File: config.mk
export PLATFORM = sky130hd
export DESIGN_NAME = fat12_mac_unit
export DESIGN_NICKNAME = d
export VERILOG_FILES = /design/src/fat12_pkg.sv /design/src/fat12_mac_unit.sv
export SDC_FILE = /design/constraint.sdc
export NUM_CORES = 1
export LEC_CHECK = 0
export BUFFER_PORTS_ARGS = -buffer_cell sky130_fd_sc_hd__buf_2
export CAP_MARGIN = 20
export CORE_UTILIZATION = 40
export CTS_CLUSTER_DIAMETER = 120
export DETAILED_ROUTE_END_ITERATION = 12
export GPL_ROUTABILITY_DRIVEN = 1
export HOLD_SLACK_MARGIN = 0.15
export PLACE_DENSITY = 0.58
export SLEW_MARGIN = 30
export SYNTH_ARGS = -nofsm -noshare
export SYNTH_HDL_FRONTEND = slang
export SYNTH_SLANG_ARGS = --single-unit
export TNS_END_PERCENT = 10
File: constraint.sdc
create_clock -name clk -period 8 [get_ports clk]
set_input_delay 2.4 -clock clk [delete_from_list [all_inputs] [get_ports clk]]
set_output_delay 2.4 -clock clk [all_outputs]
set_load 0.01 [all_outputs]
File: src/fat12_pkg.sv
// Shared types, constants and codes of the FAT12 cluster chain walker.
`default_nettype none

package fat12_pkg;

  localparam int TABLE_BYTES = 8192;
  localparam int TABLE_AW    = $clog2(TABLE_BYTES);
  localparam int CLUS_W      = 12;
  localparam int IDX_W       = CLUS_W + 2;
  localparam int CFG_W       = 16;
  localparam int SECT_W      = 32;

  typedef logic [1:0] opcode_t;
  localparam opcode_t OP_WRITE = 2'd0;
  localparam opcode_t OP_START = 2'd1;
  localparam opcode_t OP_ADV   = 2'd2;

  typedef logic [1:0] status_t;
  localparam status_t ST_OK  = 2'd0;
  localparam status_t ST_END = 2'd1;
  localparam status_t ST_BAD = 2'd2;

  typedef logic [2:0] cfg_index_t;
  localparam cfg_index_t REG_RESERVED  = 3'd0;
  localparam cfg_index_t REG_COPIES    = 3'd1;
  localparam cfg_index_t REG_SPT       = 3'd2;
  localparam cfg_index_t REG_ROOT      = 3'd3;
  localparam cfg_index_t REG_SPC       = 3'd4;

  localparam logic [CLUS_W-1:0] CLUS_END_MARK = 12'hFF8;
  localparam logic [CLUS_W-1:0] CLUS_FIRST    = 12'd2;

  typedef struct packed {
    logic        en;
    logic        clear;
    logic [15:0] a;
    logic [15:0] b;
  } mac_ctrl_t;

endpackage

`default_nettype wire

File: src/fat12_mac_unit.sv
// Shared multiply-accumulate unit used to build sector addresses term by term.
`default_nettype none

module fat12_mac_unit
  import fat12_pkg::*;
(
  input  wire logic              clk,
  input  wire mac_ctrl_t         ctrl,
  output logic      [SECT_W-1:0] acc
);

  logic [SECT_W-1:0] prod;
  logic [SECT_W-1:0] acc_next;

  assign prod     = ctrl.a * ctrl.b;
  assign acc_next = (ctrl.clear ? '0 : acc) + prod;

  always_ff @(posedge clk) begin
    if (ctrl.en) begin
      acc <= acc_next;
    end
  end

endmodule

`default_nettype wire

======== Yosys cells after proc, flatten, opt, wreduce, memory -nomap -nowiden ========
Cells that the tools add are included.
word-level totals
  word-level logic and storage cells ...... 4
  output and inout bits ................... 32
  register bits after elaboration ......... 32
  input bits .............................. 35
cells by class
  $add $sub $neg .......................... 1
  mux-type cells .......................... 1
  multiply operators ...................... 1
operators with widths
  cell              number
  $add A32 B32 Y32  1
  $mul A16 B16 Y32  1
  $mux W32          1

======== Depth between registers and ports, before layout ========
  depth in word-level cells ............... 2
  depth in mapped cells ................... 22
  gate-level depth less buffers ........... 20

======== Worst setup path before layout ========
OpenSTA, ideal clock, no wires.
  path type ............................... in2reg
  start point ............................. input port ctrl[7] (netlist bit)
  end point ............................... register acc[31], data pin
  stages on the path ...................... 20
  setup slack ............................. 272 ps
  buffers on the path ..................... 1
  library setup time ...................... 260 ps
  data arrival time ....................... 7468 ps
  required time ........................... 7740 ps
  cells stage by stage .................... clkbuf_1 nand2_1 fa_1 inv_1 fa_1 inv_1 fa_1 inv_1 fa_1 fa_1 inv_1 fa_1 inv_1 ha_1 nand4_1 or4_1 a311o_1 a21oi_1 nor3_1 xnor2_1
on the way
  longest elaborated chain between the ends .. 2
ends and longest elaborated chain
  item                    RTL line              RTL
  start: declaration      fat12_mac_unit.sv:8   input wire mac_ctrl_t ctrl,
  $mul A16 B16 Y32        fat12_mac_unit.sv:15  assign prod = ctrl.a * ctrl.b;
  $add A32 B32 Y32        fat12_mac_unit.sv:16  assign acc_next = (ctrl.clear ? '0 : acc) + prod;
  via acc_next[31]        fat12_mac_unit.sv:13  logic [SECT_W-1:0] acc_next;
  end signal: assignment  fat12_mac_unit.sv:20  acc <= acc_next;
  end: declaration        fat12_mac_unit.sv:9   output logic [SECT_W-1:0] acc
The timed path passes the listed nets, and every way through them passes these cells.
A chain may end at the register's enable or synchronous reset.

======== Worst setup path after layout ========
  start point ............................. input port ctrl[24] (netlist bit)
  end point ............................... register acc[31], data pin
The elaborated chain is that of the path after synthesis.

==> impl_metrics.toml <==
[grt]
grt_max_degree = 33
grt.total_usage_pct = 21.10
grt_pass1_wl_um = 44330
overflow = 0
grt_pass1_vias = 8327
antenna_found_initial = 0

[critical_path]
r2r_setup_slack_ns = 3.24
worstSetupStartpointType = "input pin"
slowest_stage = "or4_1"
cp.depth = 20
crit_family = "adder cells"
cp_common_cell = "fa_1"
cp-end-kind = "flop"
cp_num_buf_inv = 6
timing.rr.end = "acc[23]$_DFFE_PP_"
worst-path-max-fanout = 8
crit_type = "input pin to flop"
cpPeakStageDelay_ns = 0.54
timing.critical_path.to = "acc[31]$_DFFE_PP_"
path_cells = "buf_2, buf_4, and2_1, fa_1, inv_1, fa_1, fa_1, inv_1, fa_1, fa_1, inv_1, fa_1, inv_1, ha_1, nand4_1, or4_1, a311o_1, a21oi_1, nor3_1, xnor2_1"
rr_worst_depth = 15
worstPathArrival_ns = 7.84
cp_data_required_time_ns = 8.03
reg2reg_from = "acc[10]$_DFFE_PP_"
crit_start = "ctrl[24]"

[die]
placementRows = 59
start_util_pct = 40.82
core-area_um2 = 26060
dieArea_um2 = 27250
io-pin-count = 67
dieHeight_um = 165.1
die_x_um = 165.1

[cells_and_area]
nets = 1652
design_area_um2 = 12010
postLayoutCoreUtil_pct = 46.10
diodes = 0
drive_above_1_share_pct = 11.83
largest_reg_flops = 32
largestRegisters = "acc x32"
final_common_cell = "inv_1"
area_growth_pct = 12.93
regMostFlops = "acc"
mostFrequentLayoutCells = "inv_1, fa_1, nand2_1"

[yosys]
yosys.cell_types.count = 43
synth_ff_type = "edfxtp_1"
async_reset_ff_share_pct = 0
synth_area_um2 = 10640
synth_edf_count = 32
ys_seq_area_share_pct = 9.033
synth-seq-cells = 32
syn_avg_cell_area_um2 = 8.977
syn-num-nets = 1544
synth_cells = 1185
yosysWarnings = 0

[placed_design]
finalWeightedCongestion = 0.9091
io_buffers = 66
place_area_um2 = 11850
hpwl_um = 23230

[drt]
via_per_inst = 4.797
num_vias = 7809
drc = 0
drt-total-wl_um = 26290
wire_per_inst_um = 16.15
ant_nets = 0
dr.pass1.iters = 5
drt_iter0_drc = 405

[timing]
timing.hold.ws_ns = 0.6944
tightest_slew_ns = 0.8198
post-route-period-util_pct = 97.63
setup_viol = 0
min_period_ns = 7.810
skew_ns = 0.003073
clock.fmax_ghz = 0.1280
rsz0062_at_grt = "false"
drv_slew = 0
finalHoldViolations = 0
slew_headroom_pct = 45.34

[clock_tree]
cts_root_buffer = "clkbuf_16"
clock_latency_ns = 0.28
ctsLongestPathBuffers = 2
cts_sinks = 32
cts_tree = "built"
holdBufCountCts = 0
htreeDepth = 2
cts_buffers = 5
clkTransAtPathRegs_ns = 0.05

[flow_run]
drv_cap = 0

[worst_hold_path]
hold_path_class = "flop to flop"

[run_status]
outcome = "finished clean"
## worst min-delay path, cell delays in order (launching register included)
cell      delay [ns]
edfxtp_1        0.32
nor2b_1         0.14
ha_1            0.13
## stage by stage
stage	setup TNS (ns)	worst slack, ns	instances
global route	0	0.01975	1628
finish	0	0.1897	1628
CTS	0	0.1926	1628
detailed placement	-0.04565	-0.03736	1621
global placement	-0.1036	-0.06175	1621
floorplan	0	0.2725	1185
## synth_stat cells (2+ instances only)
master	count	area, µm²
a21o_1	5	37.54
nand4_1	7	43.79
inv_1	300	1126
buf_2	6	30.03
a21oi_1	34	170.2
and4_1	3	26.28
and2_1	114	713.2
xnor2_1	16	140.1
xor2_1	12	105.1
o211ai_1	5	37.54
clkbuf_1	36	135.1
nand2b_1	18	112.6
ha_1	99	1239
edfxtp_1	32	960.9
nor2_1	19	71.32
o21ai_1	9	45.04
o21a_1	6	45.04
o21ai_0	8	40.04
o31ai_1	2	15.01
nor2b_1	19	118.9
a211oi_1	4	30.03
o21bai_1	3	22.52
or3_1	2	12.51
nand2_1	171	641.9
buf_4	2	15.01
nor3_1	9	45.04
a31oi_1	2	12.51
fa_1	225	4504
and3_1	3	18.77
## repair_timing
item,in CTS,in global routing
endpoints found under the setup margin,0,2
gates resized for setup,0,4
buffers inserted,0,0
## logic make-up (layout without fill, tap and decap cells)
kind of cell    after synthesis  after routing  synth area share, %
flops                        32             32                9.033
simple gates                370            370                17.34
buf+inv                     344            452                12.28
fa+ha+maj                   324            324                53.99
compound gates               87             87                5.058
xor+xnor                     28             28                2.305
## layout make-up
type	count	area [µm²]
clock inverters	2	7.507
multi-input cells	809	8396
well taps	335	419.2
inverters	300	1126
flip-flops and latches	32	960.9
clock buffers	5	125.1
fillers	2524	14050
repair buffers	145	978.4
## worst min path at each step
stage | startpoint | to | slack (ns) | depth (start not counted)
CTS | acc[0]$_DFFE_PP_ | acc[0]$_DFFE_PP_ | 0.70 | 2
floorplan | acc[0]$_DFFE_PP_ | acc[0]$_DFFE_PP_ | 0.73 | 2
global placement | acc[0]$_DFFE_PP_ | acc[0]$_DFFE_PP_ | 0.67 | 2
global route | acc[0]$_DFFE_PP_ | acc[0]$_DFFE_PP_ | 0.77 | 2
finish | acc[0]$_DFFE_PP_ | acc[0]$_DFFE_PP_ | 0.69 | 2
detailed placement | acc[0]$_DFFE_PP_ | acc[0]$_DFFE_PP_ | 0.69 | 2
## layer usage
layer / up-vias / routed length, µm / track usage (%)
li1: 3726 / - / -
met1: 3883 / 13400 / 32.73
met2: 171 / 11540 / 32.27
met3: 29 / 947 / 1.399
met4: 0 / 406 / 4.212
met5: - / 0 / 0
Power is not shown: default switching activity piles up to over one toggle a cycle in this logic, so the estimate is an artifact.
